## config.mk

```make
export PLATFORM = sky130hd
export DESIGN_NAME = bracket_balance_checker_unit
export DESIGN_NICKNAME = d
export VERILOG_FILES = /design/src/sv/bbc_pkg.sv /design/src/sv/bbc_ram.sv /design/src/sv/bbc_front.sv /design/src/sv/bbc_cmd_fifo.sv /design/src/sv/bbc_back.sv /design/src/sv/bracket_balance_checker_unit.sv
export SDC_FILE = /design/constraint.sdc
export NUM_CORES = 1
export LEC_CHECK = 0
export ABC_AREA = 1
export CORE_AREA = 4 4 154 156
export DETAILED_ROUTE_END_ITERATION = 6
export DIE_AREA = 0 0 158 160
export DONT_BUFFER_PORTS = 1
export GPL_TIMING_DRIVEN = 0
export PLACE_DENSITY = 0.59
export SYNTH_ARGS = -nofsm -noshare
export SYNTH_HDL_FRONTEND = slang
export SYNTH_SLANG_ARGS = --single-unit
```

## constraint.sdc

```tcl
create_clock -name i_clk -period 4.06 [get_ports i_clk]
set_input_delay 0 -clock i_clk [delete_from_list [all_inputs] [get_ports i_clk]]
set_output_delay 0 -clock i_clk [all_outputs]
set_load 0.02 [all_outputs]
```

## src/sv/bbc_pkg.sv

```systemverilog
`timescale 1ns / 1ps

package bbc_pkg;

    // Stack geometry.
    localparam int STACK_DEPTH = 64;
    localparam int SP_W        = $clog2(STACK_DEPTH);
    localparam int CNT_W       = $clog2(STACK_DEPTH + 1);

    // Command queue geometry.
    localparam int QUEUE_DEPTH = 4;
    localparam int QP_W        = $clog2(QUEUE_DEPTH);
    localparam int QC_W        = $clog2(QUEUE_DEPTH + 1);

    // Bracket kinds as kept on the stack. KIND_ANY marks a character that
    // closes any kind.
    localparam logic [1:0] KIND_ROUND  = 2'd0;
    localparam logic [1:0] KIND_CURLY  = 2'd1;
    localparam logic [1:0] KIND_SQUARE = 2'd2;
    localparam logic [1:0] KIND_ANY    = 2'd3;

    // Failure codes reported in fail_reason.
    localparam logic [2:0] FAIL_NONE     = 3'd0;
    localparam logic [2:0] FAIL_MISMATCH = 3'd1;
    localparam logic [2:0] FAIL_EMPTY    = 3'd2;
    localparam logic [2:0] FAIL_OVERFLOW = 3'd3;
    localparam logic [2:0] FAIL_UNCLOSED = 3'd4;

    typedef struct packed {
        logic [7:0] char_code;
        logic       last_char;
    } t_in_item;

    typedef struct packed {
        logic       is_balanced;
        logic [2:0] fail_reason;
    } t_out_item;

    // Classified character as it travels from the front to the back.
    typedef struct packed {
        logic       is_open;
        logic [1:0] kind;
        logic       last;
    } t_cmd;

endpackage

```

## src/sv/bbc_ram.sv

```systemverilog
`timescale 1ns / 1ps

module bbc_ram #(
    parameter int WIDTH = 2,
    parameter int DEPTH = 64
) (
    input  logic                     i_clk,
    input  logic                     i_we,
    input  logic [$clog2(DEPTH)-1:0] i_waddr,
    input  logic [WIDTH-1:0]         i_wdata,
    input  logic [$clog2(DEPTH)-1:0] i_raddr,
    output logic [WIDTH-1:0]         o_rdata
);

    logic [WIDTH-1:0] r_mem [DEPTH];
    logic [WIDTH-1:0] r_rdata;

    always_ff @(posedge i_clk) begin
        if (i_we) begin
            r_mem[i_waddr] <= i_wdata;
        end
        r_rdata <= r_mem[i_raddr];
    end

    assign o_rdata = r_rdata;

endmodule

```

## src/sv/bbc_front.sv

```systemverilog
`timescale 1ns / 1ps

module bbc_front
    import bbc_pkg::*;
(
    input  logic     i_in_valid,
    input  t_in_item i_in_item,
    output logic     o_in_ready,
    output logic     o_cmd_valid,
    output t_cmd     o_cmd,
    input  logic     i_cmd_ready
);

    localparam logic [7:0] CH_LPAREN = 8'h28;
    localparam logic [7:0] CH_RPAREN = 8'h29;
    localparam logic [7:0] CH_LCURLY = 8'h7B;
    localparam logic [7:0] CH_RCURLY = 8'h7D;
    localparam logic [7:0] CH_LSQUARE = 8'h5B;
    localparam logic [7:0] CH_RSQUARE = 8'h5D;

    // Every character that is not an opener behaves as a closer; those that
    // are not closing brackets accept any kind.
    always_comb begin
        o_cmd.last    = i_in_item.last_char;
        o_cmd.is_open = 1'b0;
        o_cmd.kind    = KIND_ANY;
        unique case (i_in_item.char_code)
            CH_LPAREN: begin
                o_cmd.is_open = 1'b1;
                o_cmd.kind    = KIND_ROUND;
            end
            CH_LCURLY: begin
                o_cmd.is_open = 1'b1;
                o_cmd.kind    = KIND_CURLY;
            end
            CH_LSQUARE: begin
                o_cmd.is_open = 1'b1;
                o_cmd.kind    = KIND_SQUARE;
            end
            CH_RPAREN:  o_cmd.kind = KIND_ROUND;
            CH_RCURLY:  o_cmd.kind = KIND_CURLY;
            CH_RSQUARE: o_cmd.kind = KIND_SQUARE;
            default:    o_cmd.kind = KIND_ANY;
        endcase
    end

    assign o_cmd_valid = i_in_valid;
    assign o_in_ready  = i_cmd_ready;

endmodule

```

## src/sv/bbc_cmd_fifo.sv

```systemverilog
`timescale 1ns / 1ps

module bbc_cmd_fifo
    import bbc_pkg::*;
(
    input  logic i_clk,
    input  logic i_rst_n,
    input  logic i_push_valid,
    input  t_cmd i_push_cmd,
    output logic o_push_ready,
    output logic o_pop_valid,
    output t_cmd o_pop_cmd,
    input  logic i_pop_ready
);

    t_cmd             r_slot [QUEUE_DEPTH];
    logic [QP_W-1:0]  r_wptr, n_wptr;
    logic [QP_W-1:0]  r_rptr, n_rptr;
    logic [QC_W-1:0]  r_count, n_count;
    logic             push_en, pop_en;

    assign o_push_ready = (r_count != QC_W'(QUEUE_DEPTH));
    assign o_pop_valid  = (r_count != '0);
    assign o_pop_cmd    = r_slot[r_rptr];

    assign push_en = i_push_valid && o_push_ready;
    assign pop_en  = o_pop_valid && i_pop_ready;

    always_comb begin
        n_wptr  = push_en ? QP_W'(r_wptr + 1'b1) : r_wptr;
        n_rptr  = pop_en ? QP_W'(r_rptr + 1'b1) : r_rptr;
        n_count = r_count;
        if (push_en && !pop_en) begin
            n_count = QC_W'(r_count + 1'b1);
        end else if (pop_en && !push_en) begin
            n_count = QC_W'(r_count - 1'b1);
        end
    end

    always_ff @(posedge i_clk) begin
        if (!i_rst_n) begin
            r_wptr  <= '0;
            r_rptr  <= '0;
            r_count <= '0;
        end else begin
            r_wptr  <= n_wptr;
            r_rptr  <= n_rptr;
            r_count <= n_count;
        end
    end

    always_ff @(posedge i_clk) begin
        if (push_en) begin
            r_slot[r_wptr] <= i_push_cmd;
        end
    end

    a_count_bound: assert property (@(posedge i_clk) disable iff (!i_rst_n)
        r_count <= QC_W'(QUEUE_DEPTH))
        else $error("command queue count out of range");

    a_ptr_gap: assert property (@(posedge i_clk) disable iff (!i_rst_n)
        (r_count == '0 || r_count == QC_W'(QUEUE_DEPTH)) |-> (r_wptr == r_rptr))
        else $error("command queue pointers disagree with count");

    a_count_track: assert property (@(posedge i_clk) disable iff (!i_rst_n)
        (push_en && !pop_en) |=> (r_count == QC_W'($past(r_count) + 1'b1)))
        else $error("command queue count missed a write");

endmodule

```

## src/sv/bbc_back.sv

```systemverilog
`timescale 1ns / 1ps

module bbc_back
    import bbc_pkg::*;
(
    input  logic      i_clk,
    input  logic      i_rst_n,
    input  logic      i_cmd_valid,
    input  t_cmd      i_cmd,
    output logic      o_cmd_ready,
    output logic      o_out_valid,
    output t_out_item o_out_item,
    input  logic      i_out_ready
);

    logic [CNT_W-1:0] r_depth, n_depth;
    logic [2:0]       r_fail, n_fail;
    logic [1:0]       r_top, n_top;
    logic             r_top_in_ram, n_top_in_ram;
    logic             r_out_valid, n_out_valid;
    t_out_item        r_out, n_out;

    logic             take;
    logic             push_en, pop_en;
    logic [1:0]       eff_top, ram_rdata;
    logic [2:0]       end_code;
    logic [CNT_W-1:0] below_top;

    // Characters that make no result never wait on the output register.
    assign o_cmd_ready = !i_cmd.last || !r_out_valid || i_out_ready;
    assign take        = i_cmd_valid && o_cmd_ready;

    // Right after a pop the new top comes out of the RAM read port.
    assign eff_top   = r_top_in_ram ? ram_rdata : r_top;
    assign below_top = CNT_W'(r_depth - 2'd2);

    always_comb begin
        n_depth      = r_depth;
        n_fail       = r_fail;
        n_top        = eff_top;
        n_top_in_ram = 1'b0;
        n_out_valid  = r_out_valid && !i_out_ready;
        n_out        = r_out;
        push_en      = 1'b0;
        pop_en       = 1'b0;
        end_code     = FAIL_NONE;

        if (take && r_fail == FAIL_NONE) begin
            if (i_cmd.is_open) begin
                if (r_depth == CNT_W'(STACK_DEPTH)) begin
                    n_fail = FAIL_OVERFLOW;
                end else begin
                    push_en = 1'b1;
                end
            end else if (r_depth == '0) begin
                n_fail = FAIL_EMPTY;
            end else if (i_cmd.kind != KIND_ANY && i_cmd.kind != eff_top) begin
                n_fail = FAIL_MISMATCH;
            end else begin
                pop_en = 1'b1;
            end
        end

        if (push_en) begin
            n_depth = CNT_W'(r_depth + 1'b1);
            n_top   = i_cmd.kind;
        end else if (pop_en) begin
            n_depth      = CNT_W'(r_depth - 1'b1);
            n_top_in_ram = 1'b1;
        end

        if (take && i_cmd.last) begin
            end_code = n_fail;
            if (end_code == FAIL_NONE && n_depth != '0) begin
                end_code = FAIL_UNCLOSED;
            end
            n_out_valid       = 1'b1;
            n_out.is_balanced = (end_code == FAIL_NONE);
            n_out.fail_reason = end_code;
            n_depth           = '0;
            n_fail            = FAIL_NONE;
        end
    end

    always_ff @(posedge i_clk) begin
        if (!i_rst_n) begin
            r_depth      <= '0;
            r_fail       <= FAIL_NONE;
            r_top_in_ram <= 1'b0;
            r_out_valid  <= 1'b0;
        end else begin
            r_depth      <= n_depth;
            r_fail       <= n_fail;
            r_top_in_ram <= n_top_in_ram;
            r_out_valid  <= n_out_valid;
        end
        r_top <= n_top;
        r_out <= n_out;
    end

    bbc_ram #(
        .WIDTH (2),
        .DEPTH (STACK_DEPTH)
    ) u_stack (
        .i_clk   (i_clk),
        .i_we    (push_en),
        .i_waddr (r_depth[SP_W-1:0]),
        .i_wdata (i_cmd.kind),
        .i_raddr (below_top[SP_W-1:0]),
        .o_rdata (ram_rdata)
    );

    assign o_out_valid = r_out_valid;
    assign o_out_item  = r_out;

    a_depth_bound: assert property (@(posedge i_clk) disable iff (!i_rst_n)
        r_depth <= CNT_W'(STACK_DEPTH))
        else $error("bracket stack depth beyond capacity");

    a_clear_at_end: assert property (@(posedge i_clk) disable iff (!i_rst_n)
        (take && i_cmd.last) |=> (r_depth == '0 && r_fail == FAIL_NONE && o_out_valid))
        else $error("string end did not clear state or raise a result");

    a_result_code: assert property (@(posedge i_clk) disable iff (!i_rst_n)
        o_out_valid |-> (o_out_item.is_balanced == (o_out_item.fail_reason == FAIL_NONE)))
        else $error("balanced flag disagrees with failure code");

    a_no_push_after_fail: assert property (@(posedge i_clk) disable iff (!i_rst_n)
        (r_fail != FAIL_NONE) |-> (!push_en && !pop_en))
        else $error("stack moved after a failure");

endmodule

```

## src/sv/bracket_balance_checker_unit.sv

```systemverilog
`timescale 1ns / 1ps

// Bracket balance checker. The block takes one character of a string per
// item, with last_char set on the string's final character, and gives exactly
// one result item per string: is_balanced, and fail_reason holding the first
// failure (1 kind mismatch, 2 closer on an empty stack, 3 push onto a full
// stack, 4 brackets left open). Opening round, curly and square brackets are
// pushed onto a 64-entry stack; any other character pops the top entry and,
// if it is a closing bracket, must match its kind. Characters after the first
// failure are ignored until the string ends, and the state is cleared for the
// next string. The block takes one item every clock cycle while the command
// queue has room: the top of the stack lives in a register, and after a pop
// the new top is taken straight from the registered read port of the stack
// RAM, which reads the entry below the top every cycle. A result's valid is
// registered: the last character passes through the four-entry command
// queue, and the back turns it into the result as it leaves the queue's head,
// straight into the output register. Non-final characters keep flowing while
// a result waits at the output; only a final character waits for the output
// register.
module bracket_balance_checker_unit
    import bbc_pkg::*;
(
    input  logic      i_clk,
    input  logic      i_rst_n,
    input  logic      i_in_valid,
    input  t_in_item  i_in_item,
    output logic      o_in_ready,
    output logic      o_out_valid,
    output t_out_item o_out_item,
    input  logic      i_out_ready
);

    logic front_valid, front_ready;
    t_cmd front_cmd;
    logic back_valid, back_ready;
    t_cmd back_cmd;

    // The front classifies each character into a push or pop command.
    bbc_front u_front (
        .i_in_valid  (i_in_valid),
        .i_in_item   (i_in_item),
        .o_in_ready  (o_in_ready),
        .o_cmd_valid (front_valid),
        .o_cmd       (front_cmd),
        .i_cmd_ready (front_ready)
    );

    // The queue lets the front keep accepting items while the back waits.
    bbc_cmd_fifo u_queue (
        .i_clk        (i_clk),
        .i_rst_n      (i_rst_n),
        .i_push_valid (front_valid),
        .i_push_cmd   (front_cmd),
        .o_push_ready (front_ready),
        .o_pop_valid  (back_valid),
        .o_pop_cmd    (back_cmd),
        .i_pop_ready  (back_ready)
    );

    // The back runs the stack and produces the per-string result.
    bbc_back u_back (
        .i_clk       (i_clk),
        .i_rst_n     (i_rst_n),
        .i_cmd_valid (back_valid),
        .i_cmd       (back_cmd),
        .o_cmd_ready (back_ready),
        .o_out_valid (o_out_valid),
        .o_out_item  (o_out_item),
        .i_out_ready (i_out_ready)
    );

endmodule

```

==> results of run 1 <==
per-stage QoR:
step	std cells	hold WS [ns]	worst slack (ns)
floorplan	746	0.0989	1.46
global placement	1031	0.0992	0.126
detailed placement	1033	0.0992	0.0780
CTS	1074	0.0518	0.0987
global route	1074	0.129	0.365
finish	1074	0.0434	0.416
layout by cell type (no fill, tap or decap), types with 2 or more instances in the layout:
master / n
dfxtp_1: 25
nor3_1: 2
buf_2: 4
nand3_1: 38
o22ai_1: 26
clkinv_4: 3
clkbuf_1: 20
nor2_4: 5
buf_6: 4
buf_1: 2
nand4_1: 3
nand2_1: 101
inv_8: 4
edfxtp_1: 148
nor2_1: 161
a21oi_1: 21
o21ai_1: 3
xor2_1: 4
o211ai_1: 8
inv_1: 46
inv_2: 6
inv_6: 5
buf_12: 2
nand2_2: 3
o221ai_1: 6
o21ai_0: 83
dlygate4sd3_1: 9
clkbuf_16: 18
ha_1: 12
worst register-to-register path, delay by kind of cell, from the launching register on:
kind | cells | cell delay (ns)
AND/OR/NAND/NOR | 1 | 0.14
AO/OA/AOI/OAI | 3 | 0.63
adder cells (fa/ha/maj) | 1 | 0.41
buffers and inverters | 3 | 1.07
XOR/XNOR | 1 | 0.64
flip-flops | 1 | 0.63
flip-flops by register name, indices dropped and copies added (netlist names), 3 cells and up, named ones only:
| signal | flops |
|---|---|
| u_queue.r_slot | 16 |
| u_back.u_stack.r_mem | 128 |
| u_back.r_fail | 3 |
| u_back.r_depth | 7 |
| u_queue.r_count | 3 |
| u_back.o_out_item | 4 |
kinds of logic (layout without fill, tap and decap cells):
kind of cell | Yosys count | count (layout) | synth area share, %
fa+ha+maj | 13 | 13 | 2.21
compound gates | 153 | 153 | 11.3
simple gates | 318 | 318 | 17.1
flops | 173 | 173 | 64.3
buf+inv | 84 | 127 | 4.57
xor+xnor | 5 | 5 | 0.569
timing repair:
item                       4_1_cts  5_1_grt
hold endpoints to repair        27        0
setup endpoints to repair        0        1
hold buffers                     9        0
gates resized for setup          0        1
layout make-up:
class                      count  area, um2  area share [%]
buffer                        30        148            1.68
clock buffer                  18        450            5.13
clock inverter                14        138            1.57
inverter                      54        204            2.32
multi-input combinational    489       2400            27.4
sequential                   173       4940            56.4
tap                          285        357            4.06
timing repair buffer          11        130            1.48
cells in the mapped netlist (2+ instances only):
cell | count | share of area [%]
o211ai_1 | 8 | 0.78
nand2_2 | 3 | 0.24
nand3_1 | 38 | 2.5
edfxtp_1 | 148 | 58
o221ai_1 | 6 | 0.68
o21ai_1 | 3 | 0.20
buf_6 | 4 | 0.59
inv_2 | 4 | 0.20
buf_2 | 4 | 0.26
nor3_1 | 2 | 0.13
dfxtp_1 | 25 | 6.5
nand4_1 | 3 | 0.24
inv_1 | 48 | 2.3
buf_1 | 2 | 0.098
o21ai_0 | 83 | 5.4
ha_1 | 12 | 2.0
o22ai_1 | 26 | 2.1
nand2_1 | 101 | 4.9
xor2_1 | 4 | 0.46
clkbuf_1 | 20 | 0.98
a21oi_1 | 21 | 1.4
nor2_4 | 5 | 0.73
nor2_1 | 161 | 7.9
per-layer routing:
metal	wire, um	global-route usage [%]	up-vias
li1	-	-	2663
met1	8170	21.4	2650
met2	9000	24.1	238
met3	1600	3.79	46
met4	663	6.75	0
met5	0	0	-
power groups by stage:
stage	Sequential, mW	Combinational, mW	Clock [mW]
floorplan	2.52	1.81	0
global placement	2.57	2.66	0
detailed placement	2.53	2.73	0
CTS	2.50	2.77	1.63
global route	2.51	3.08	1.71
finish	2.50	2.81	1.60
how the worst max path moves through the flow:
stage,endpoint,slack [ns],startpoint,depth (start not counted)
floorplan,u_back.o_out_item[2]$_DFFE_PP_,1.46,u_back.r_depth[0]$_SDFF_PP0_,19
global placement,u_back.u_stack.o_rdata[0]$_DFF_P_,0.13,u_back.r_depth[1]$_SDFF_PP0_,9
detailed placement,u_back.u_stack.o_rdata[0]$_DFF_P_,0.08,u_back.r_depth[1]$_SDFF_PP0_,9
CTS,u_back.u_stack.o_rdata[0]$_DFF_P_,0.1,u_back.r_depth[1]$_SDFF_PP0_,9
global route,u_back.u_stack.r_mem[20][0]$_DFFE_PP_,0.37,u_back.r_depth[1]$_SDFF_PP0_,12
finish,u_back.u_stack.o_rdata[0]$_DFF_P_,0.42,u_back.r_depth[1]$_SDFF_PP0_,9
==> impl_metrics.csv, run 1 <==
group,metric,value,unit
finish,area_delta_synth_final,14.1,%
worst_setup_path,slowest_delay,0.64,ns
synth,avgSynthCellArea,10.3,um2
synth,syn_nets,772,
global_route,grt_pass1_vias,5456,
clocking,insertion_delay,0.44,ns
worst_setup_path,critPathBufInv,3,
worst_setup_path,cp.arrival,3.94,ns
synth,synth_area,7690,um2
worst_setup_path,reg2reg_depth,9,
sta,drv_slew,0,
finish,nNetsFinal,802,
clocking,cts_buffers,17,
global_route,gr-total-overflow,0,
sta,fmax,274,MHz
worst_setup_path,cp_top_family,"buffers and inverters",
hold_path,hp-start,"i_in_item[7]",
clocking,post-cts-setup-buffer-count,0,
clocking,cts_num_sinks,173,
hold_path,holdPathEnd,"u_queue.r_slot[3][1]$_DFFE_PP_",
global_route,grt_pass1_wl,30100,um
finish,drive_gt1_share,7.86,%
clocking,clk_pin_slew,0.07,ns
power_and_ir_drop,seqPwrFrac,36.1,%
power_and_ir_drop,irDropWorstVdd,0.000456,V
detailed_routing,vias_per_cell,5.21,
die,die_h,160,um
synth,yosysWarnings,0,
worst_setup_path,ff2ff_setup_slack,0.42,ns
synth,ys_seq_area_share,64.3,%
power_and_ir_drop,powerDensity,788,nW/um2
worst_setup_path,end_kind,"register",
worst_setup_path,startpoint_type,"register",
placed_design,gp_congestion,0.867,
power_and_ir_drop,power,6.91,mW
hold_path,min_path_type,"primary input to register",
worst_setup_path,timing.rr.start,"u_back.r_depth[1]$_SDFF_PP0_",
clocking,htreeDepth,4,
finish,diodes,0,
detailed_routing,postRouteAntennaNets,0,
detailed_routing,wl_per_cell,18.1,um
clocking,clockRootBuffer,"clkbuf_16",
worst_setup_path,critPathMostFrequentCell,"inv_1",
clocking,cts_tree,"built",
power_and_ir_drop,clockPowerShare,23.2,%
worst_setup_path,path_class,"register to register",
run,drv_cap,0,
worst_setup_path,rr_endpoint,"u_back.u_stack.o_rdata[0]$_DFF_P_",
die,core_area,22400,um2
detailed_routing,drt_iter0_markers,478,
sta,min_period_over_period,89.7,%
finish,stdcell_area,8770,um2
die,chipWidth,158,um
global_route,grt_max_degree,57,
global_route,antenna_found_initial,0,
power_and_ir_drop,p_sw_share,41.8,%
synth,synth_edf_count,148,
worst_setup_path,worstPathMaxFanout,13,
sta,setup_viol,0,
power_and_ir_drop,combPwrFrac,40.7,%
sta,fin_tns_setup,0,ns
placed_design,dpl.hpwl,12700,um
sta,finalCriticalPeriod,3.64,ns
sta,rsz0062_at_grt,"false",
worst_setup_path,critical_path.slowest_cell,"xnor2_2",
die,dieArea,25300,um2
die,initial_core_util,34.4,%
outcome,status,"complete, no violations",
detailed_routing,dr.pass1.iters,5,
worst_setup_path,required,4.36,ns
finish,fillers,2129,
global_route,track_usage,15.7,%
sta,hold_violations,0,
placed_design,postPlaceCellArea,8090,um2
worst_setup_path,crit_chain,"inv_1 -> clkbuf_1 -> ha_1 -> xnor2_2 -> inv_1 -> a21oi_1 -> a221oi_1 -> o21ai_0 -> nand2_1",
synth,synth-main-ff-cell,"edfxtp_1",
hold_path,min_path_cells,2,
die,num_io_pins,19,
synth,synth-seq-cells,173,
finish,final_util,39.2,%
detailed_routing,vias,5597,
synth,syn_inst,746,
sta,slew_headroom,42.0,%
power_and_ir_drop,p_int,4.02,mW
power_and_ir_drop,p_sw,2.89,mW
synth,synthArstFlopShare,0,%
detailed_routing,route.detailed.drc,0,
power_and_ir_drop,p_leak,3.11,nW
sta,clock_skew,0.0168,ns
placed_design,portBuffers,0,
synth,ys_types,38,
sta,tightest_slew,0.866,ns
detailed_routing,drt-total-wl,19400,um
clocking,clock_path_buffers,2,
die,rows,55,
No activity file was read; power rests on OpenSTA's default activity.
==> inputs of run 2 (changes only) <==
--- a/config.mk
+++ b/config.mk
@@ -5,13 +5,12 @@
 export SDC_FILE = /design/constraint.sdc
 export NUM_CORES = 1
 export LEC_CHECK = 0
-export ABC_AREA = 1
-export CORE_AREA = 4 4 154 156
+export CORE_AREA = 4 4 152 154
 export DETAILED_ROUTE_END_ITERATION = 6
-export DIE_AREA = 0 0 158 160
+export DIE_AREA = 0 0 156 158
 export DONT_BUFFER_PORTS = 1
 export GPL_TIMING_DRIVEN = 0
-export PLACE_DENSITY = 0.59
+export PLACE_DENSITY = 0.6
 export SYNTH_ARGS = -nofsm -noshare
 export SYNTH_HDL_FRONTEND = slang
 export SYNTH_SLANG_ARGS = --single-unit
==> run 2 against run 1 <==
Net effect: total power decreased by 17%; synthesized cell count decreased by 36%; register-to-register slack about the same; routed wire length decreased by 20%; cell count decreased by 26%.
==> impl_metrics.csv, run 2 <==
group,metric,value,unit
synth,synthMuxAreaShare,14.2,%
synth,synthTopCellsByCount,"edfxtp_1, nor2_1, mux4_2",
sta,tightest_slew,1.22,ns
worst_setup_path,ff2ff_setup_slack,0.40,ns
detailed_routing,vias,4182,
detailed_routing,route.detailed.drc,0,
sta,finalCriticalPeriod,3.66,ns
synth,syn_inst,481,
die,num_io_pins,19,
die,chipWidth,156,um
power_and_ir_drop,irDropWorstVdd,0.000253,V
detailed_routing,vias_per_cell,5.23,
finish,final_util,39.6,%
detailed_routing,dr.pass1.iters,5,
clocking,cts_num_sinks,173,
worst_setup_path,required,4.17,ns
global_route,track_usage,13.3,%
clocking,cts_buffers,17,
clocking,htreeDepth,4,
finish,nNetsFinal,533,
finish,layout_common_cells,"edfxtp_1, nor2_1, mux4_2, dfxtp_1, nand2_1",
detailed_routing,drt-total-wl,15500,um
sta,fin_ws,0.404,ns
detailed_routing,drt_iter0_markers,345,
worst_setup_path,timing.rr.start,"u_back.r_depth[1]$_SDFF_PP0_",
synth,synthXorXnorAreaFrac,1.85,%
placed_design,portBuffers,0,
synth,ys_types,57,
power_and_ir_drop,powerDensity,671,nW/um2
die,initial_core_util,34.7,%
clocking,cts_tree,"built",
synth,synthAdderAreaFrac,2.26,%
finish,top_register,"u_back.u_stack.r_mem",
synth,synth_most_common_cell,"edfxtp_1",
worst_setup_path,critical_path.slowest_cell,"dfxtp_1",
finish,diodes,0,
placed_design,place_worst_setup_slack,-0.781,ns
worst_setup_path,slowest_delay,0.37,ns
power_and_ir_drop,p_leak,2.74,nW
global_route,grt_pass1_wl,24800,um
global_route,grt_max_degree,69,
die,core_area,21700,um2
finish,final-seq-area,4940,um2
global_route,gr-total-overflow,0,
sta,min_period_over_period,90.1,%
clocking,clock_path_buffers,2,
hold_path,min_path_type,"primary input to register",
placed_design,gp_congestion,0.813,
hold_path,hp-start,"i_in_item[5]",
global_route,antenna_found_initial,0,
clocking,clk_pin_slew,0.06,ns
sta,slew_headroom,18.4,%
finish,fillers,1975,
worst_setup_path,worstPathMaxFanout,10,
synth,synth_top_family_by_area,"multiplexers",
sta,clock_skew,0.0100,ns
sta,holdWs,0.0529,ns
worst_setup_path,rr_endpoint,"u_back.u_stack.r_mem[21][0]$_DFFE_PP_",
synth,yosysWarnings,0,
worst_setup_path,critPathBufInv,4,
finish,largest_register_ffs,128,
synth,synthSimpleGateAreaFrac,10.5,%
sta,fmax,273,MHz
global_route,grt_pass1_vias,4413,
finish,top_regs,"u_back.u_stack.r_mem: 128 flops, u_queue.r_slot: 16 flops, u_back.r_depth: 7 flops",
die,dieArea,24600,um2
worst_setup_path,cp.arrival,3.77,ns
hold_path,min_path_cells,2,
clocking,clockRootBuffer,"clkbuf_16",
worst_setup_path,cp_top_family,"simple AND/OR/NAND/NOR gates",
die,rows,54,
clocking,insertion_delay,0.43,ns
worst_setup_path,path_class,"register to register",
sta,drv_slew,0,
sta,rsz0062_at_grt,"false",
synth,synth-compound-area-share,3.71,%
synth,post-synth-top-area-fraction,59.0,%
synth,syn_nets,507,
synth,ys_seq_area_share,65.7,%
sta,hold_violations,0,
finish,final_common_cell,"edfxtp_1",
hold_path,holdPathEnd,"u_queue.r_slot[2][2]$_DFFE_PP_",
finish,drive_gt1_share,19.0,%
detailed_routing,postRouteAntennaNets,0,
synth,synth-main-ff-cell,"edfxtp_1",
power_and_ir_drop,power,5.77,mW
finish,area_delta_synth_final,14.2,%
placed_design,dpl.hpwl,10400,um
synth,avgSynthCellArea,15.6,um2
synth,synthArstFlopShare,0,%
run,drv_cap,0,
detailed_routing,wl_per_cell,19.4,um
worst_setup_path,reg2reg_depth,11,
outcome,status,"complete, no violations",
synth,yosysTopAreaCell,"edfxtp_1",
worst_setup_path,end_kind,"register",
worst_setup_path,startpoint_type,"register",
die,die_h,158,um
synth,synth_edf_count,148,
finish,multi_input_area,2460,um2
synth,netlist_top_cells_area,"edfxtp_1, mux4_2, dfxtp_1",
synth,synth_area,7530,um2
sta,setup_viol,0,
worst_setup_path,crit_chain,"clkbuf_2 -> clkbuf_2 -> buf_2 -> inv_1 -> ha_1 -> nor3b_1 -> a21boi_1 -> nand3_2 -> nor2_1 -> nand3b_1 -> nor2_1",
synth,synth-seq-cells,173,
run 2: worst max path at each step:
stage / slack (ns) / to / depth (start not counted) / from
final: 0.40 / u_back.u_stack.r_mem[21][0]$_DFFE_PP_ / 11 / u_back.r_depth[1]$_SDFF_PP0_
after global routing: 0.03 / u_back.u_stack.r_mem[15][0]$_DFFE_PP_ / 11 / u_back.r_depth[1]$_SDFF_PP0_
after CTS: 0.16 / u_back.u_stack.r_mem[21][1]$_DFFE_PP_ / 11 / u_back.r_depth[1]$_SDFF_PP0_
after detailed placement: -0.78 / u_back.u_stack.o_rdata[1]$_DFF_P_ / 10 / u_back.r_depth[1]$_SDFF_PP0_
after global placement: -0.64 / u_back.u_stack.o_rdata[0]$_DFF_P_ / 10 / u_back.r_depth[1]$_SDFF_PP0_
after floorplan: 0.51 / u_back.u_stack.o_rdata[0]$_DFF_P_ / 10 / u_back.r_depth[1]$_SDFF_PP0_
run 2: area by class of cell:
type	instances	area share, %
Buffer	17	1.19
Clock buffer	22	5.40
Clock inverter	10	1.85
Inverter	11	0.480
Multi-Input combinational cell	280	28.6
Sequential cell	173	57.5
Tap cell	280	4.08
Timing Repair Buffer	7	0.815
run 2: through the flow:
stage	std cells	setup TNS (ns)	instance area, um2
floorplan	481	0	7530
global placement	761	-16.00	7880
detailed placement	761	-29.60	7880
CTS	800	0	8590
global route	800	0	8590
finish	800	0	8590
run 2: cell families (layout without fill, tap and decap cells):
| kind of cell | count (synthesis) | after routing |
|---|---|---|
| DFF | 173 | 173 |
| and+or+nand+nor | 164 | 164 |
| adders and majority gates | 13 | 13 |
| xor gates and xnor gates | 15 | 15 |
| muxes | 52 | 52 |
| AOI/OAI and AO/OA | 36 | 36 |
| buffers and inverters | 28 | 67 |
run 2: report_power, final:
group          internal, mW  leakage (nW)  switching [mW]  total (mW)
logic                 0.699         0.913            1.01        1.71
clock network          1.06         0.303           0.642        1.70
registers              2.24          1.52           0.112        2.35
total                  4.00          2.74            1.77        5.77
run 2: timing repair:
action                                  CTS  global route
endpoints found under the setup margin  132            72
hold endpoints to repair                 43             0
gates cloned                              0             0
buffers inserted                          0             0
resized for setup                         4             3
hold buffers                              7             0
pin swaps                                 0             1
run 2: metal layers:
metal | vias to the layer above | share of wire, % | GRT usage (%)
li1 | 1900 | - | -
met1 | 2142 | 43 | 17.0
met2 | 114 | 51 | 22.5
met3 | 26 | 4.0 | 2.68
met4 | 0 | 1.8 | 5.21
met5 | - | 0 | 0
run 2: worst register-to-register path: cells and delay by family, from the launching register on:
kind	cells	cell delay, ns
simple gates	5	1.32
fa+ha+maj	1	0.24
flops	1	0.37
buf+inv	4	1.16
compound gates	1	0.25
==> inputs of run 3 (changes only) <==
--- a/config.mk
+++ b/config.mk
@@ -5,12 +5,12 @@
 export SDC_FILE = /design/constraint.sdc
 export NUM_CORES = 1
 export LEC_CHECK = 0
-export CORE_AREA = 4 4 152 154
+export CORE_AREA = 4 4 135 137
 export DETAILED_ROUTE_END_ITERATION = 6
-export DIE_AREA = 0 0 156 158
+export DIE_AREA = 0 0 139 141
 export DONT_BUFFER_PORTS = 1
 export GPL_TIMING_DRIVEN = 0
-export PLACE_DENSITY = 0.6
+export PLACE_DENSITY = 0.7
 export SYNTH_ARGS = -nofsm -noshare
 export SYNTH_HDL_FRONTEND = slang
 export SYNTH_SLANG_ARGS = --single-unit
==> run 3 against run 2 <==
Net effect: clock power is 8% lower; critical path type unchanged; critical endpoint is now u_back.u_stack.r_mem[10][0]$_DFFE_PP_; largest cell class unchanged; routed wire length fell by 2.0%; total power down 2.2%.
==> impl_metrics.csv, run 3 (same netlist as run 2, synthesis figures left out) <==
group,metric,value,unit
clocking,cts_buffers,17,
hold_path,hp-start,"i_rst_n",
sta,holdWs,0.0190,ns
placed_design,dpl.hpwl,10100,um
clocking,cts_tree,"built",
finish,area_delta_synth_final,12.6,%
hold_path,min_path_type,"primary input to register",
die,dieArea,19600,um2
global_route,gr-total-overflow,0,
finish,top_register,"u_back.u_stack.r_mem",
finish,final-seq-area,4940,um2
worst_setup_path,cp.arrival,3.78,ns
die,initial_core_util,44.1,%
power_and_ir_drop,p_leak,2.71,nW
finish,nNetsFinal,534,
placed_design,gp_congestion,0.835,
power_and_ir_drop,powerDensity,666,nW/um2
placed_design,postPlaceCellArea,7810,um2
worst_setup_path,rr_endpoint,"u_back.u_stack.r_mem[10][0]$_DFFE_PP_",
sta,tightest_slew,1.27,ns
worst_setup_path,worstPathMaxFanout,10,
die,core_area,17100,um2
finish,drive_gt1_share,18.5,%
sta,rsz0062_at_grt,"false",
clocking,htreeDepth,4,
finish,fillers,1454,
finish,largest_register_ffs,128,
placed_design,place_worst_setup_slack,-0.705,ns
detailed_routing,drt-total-wl,15200,um
clocking,cts_num_sinks,173,
hold_path,holdPathEnd,"u_back.o_out_valid$_SDFF_PN0_",
worst_setup_path,startpoint_type,"register",
run,drv_cap,0,
finish,diodes,0,
global_route,grt_max_degree,69,
placed_design,portBuffers,0,
sta,slew_headroom,15.3,%
worst_setup_path,timing.rr.start,"u_back.r_depth[1]$_SDFF_PP0_",
sta,finalCriticalPeriod,3.67,ns
sta,hold_violations,0,
detailed_routing,wl_per_cell,20.4,um
finish,stdcell_area,8480,um2
global_route,grt_pass1_vias,4453,
detailed_routing,route.detailed.drc,0,
power_and_ir_drop,irDropWorstVdd,0.000427,V
finish,final_cells,745,
sta,clock_skew,0.00554,ns
worst_setup_path,required,4.18,ns
sta,drv_slew,0,
worst_setup_path,ff2ff_setup_slack,0.39,ns
worst_setup_path,end_kind,"register",
clocking,insertion_delay,0.43,ns
sta,setup_viol,0,
detailed_routing,postRouteAntennaNets,0,
finish,final_util,49.7,%
worst_setup_path,reg2reg_depth,11,
hold_path,min_path_cells,2,
die,num_io_pins,19,
clocking,clock_path_buffers,2,
finish,multi_input_area,2470,um2
worst_setup_path,path_class,"register to register",
detailed_routing,vias,4163,
finish,layout_common_cells,"edfxtp_1, nor2_1, mux4_2, dfxtp_1, nand2_1",
clocking,clk_pin_slew,0.06,ns
die,chipWidth,139,um
outcome,status,"complete, no violations",
die,rows,48,
die,die_h,141,um
detailed_routing,dr.pass1.iters,5,
power_and_ir_drop,power,5.64,mW
clocking,clockRootBuffer,"clkbuf_16",
global_route,antenna_found_initial,0,
global_route,grt_pass1_wl,24300,um
placed_design,dpl.cell_count,706,
global_route,track_usage,16.3,%
finish,final_common_cell,"edfxtp_1",
sta,fin_tns_setup,0,ns
sta,min_period_over_period,90.4,%
detailed_routing,drt_iter0_markers,350,
finish,top_regs,"u_back.u_stack.r_mem: 128 flops, u_queue.r_slot: 16 flops, u_back.r_depth: 7 flops",
sta,fmax,273,MHz
detailed_routing,vias_per_cell,5.59,
sta,fin_ws,0.392,ns
## run 3: how the worst max path moves through the flow
stage | start | end | slack, ns | cells past startpoint
3_5_place_dp | u_back.r_depth[1]$_SDFF_PP0_ | u_back.u_stack.o_rdata[0]$_DFF_P_ | -0.70 | 10
2_1_floorplan | u_back.r_depth[1]$_SDFF_PP0_ | u_back.u_stack.o_rdata[0]$_DFF_P_ | 0.51 | 10
5_1_grt | u_back.r_depth[1]$_SDFF_PP0_ | u_back.u_stack.r_mem[12][0]$_DFFE_PP_ | 0.009 | 11
3_3_place_gp | u_back.r_depth[1]$_SDFF_PP0_ | u_back.u_stack.o_rdata[0]$_DFF_P_ | -0.61 | 10
6_report | u_back.r_depth[1]$_SDFF_PP0_ | u_back.u_stack.r_mem[10][0]$_DFFE_PP_ | 0.39 | 11
4_1_cts | u_back.r_depth[1]$_SDFF_PP0_ | u_back.u_stack.r_mem[10][0]$_DFFE_PP_ | 0.17 | 11
## run 3: layer usage
metal	up-vias	global-route usage [%]	part of all wire [%]
met3	18	3.80	4.3
met5	-	0	0
met2	93	28.2	53
met4	0	5.61	1.4
li1	1901	-	-
met1	2151	20.3	41
## run 3: cell type report
class,count,share of cell area [%]
repair buffers,8,0.915
clock inverters,10,1.45
flip-flops and latches,173,58.3
clock buffers,21,5.20
inverters,11,0.487
plain buffers,17,1.21
well taps,225,3.32
multi-input cells,280,29.1
## run 3: repair_timing
action | CTS | global route
setup endpoints to repair | 132 | 124
buffers inserted | 0 | 1
resized for setup | 4 | 3
hold endpoints to repair | 43 | 0
hold buffers | 7 | 0
pin swaps | 0 | 1
## run 3: power breakdown
part           internal (mW)  switching (mW)
clock                  0.952           0.622
combinational          0.700            1.02
sequential              2.24           0.109
total                   3.89            1.75
## run 3: critical path, cell delays in order (launching register included)
cell      delay, ns
dfxtp_1        0.41
clkbuf_2       0.28
clkbuf_2       0.32
clkbuf_2       0.36
inv_1          0.16
ha_1           0.25
nor3b_2        0.20
a21boi_1       0.25
nand3_2        0.25
nor2_1         0.29
nand3b_1       0.32
nor2_1         0.28
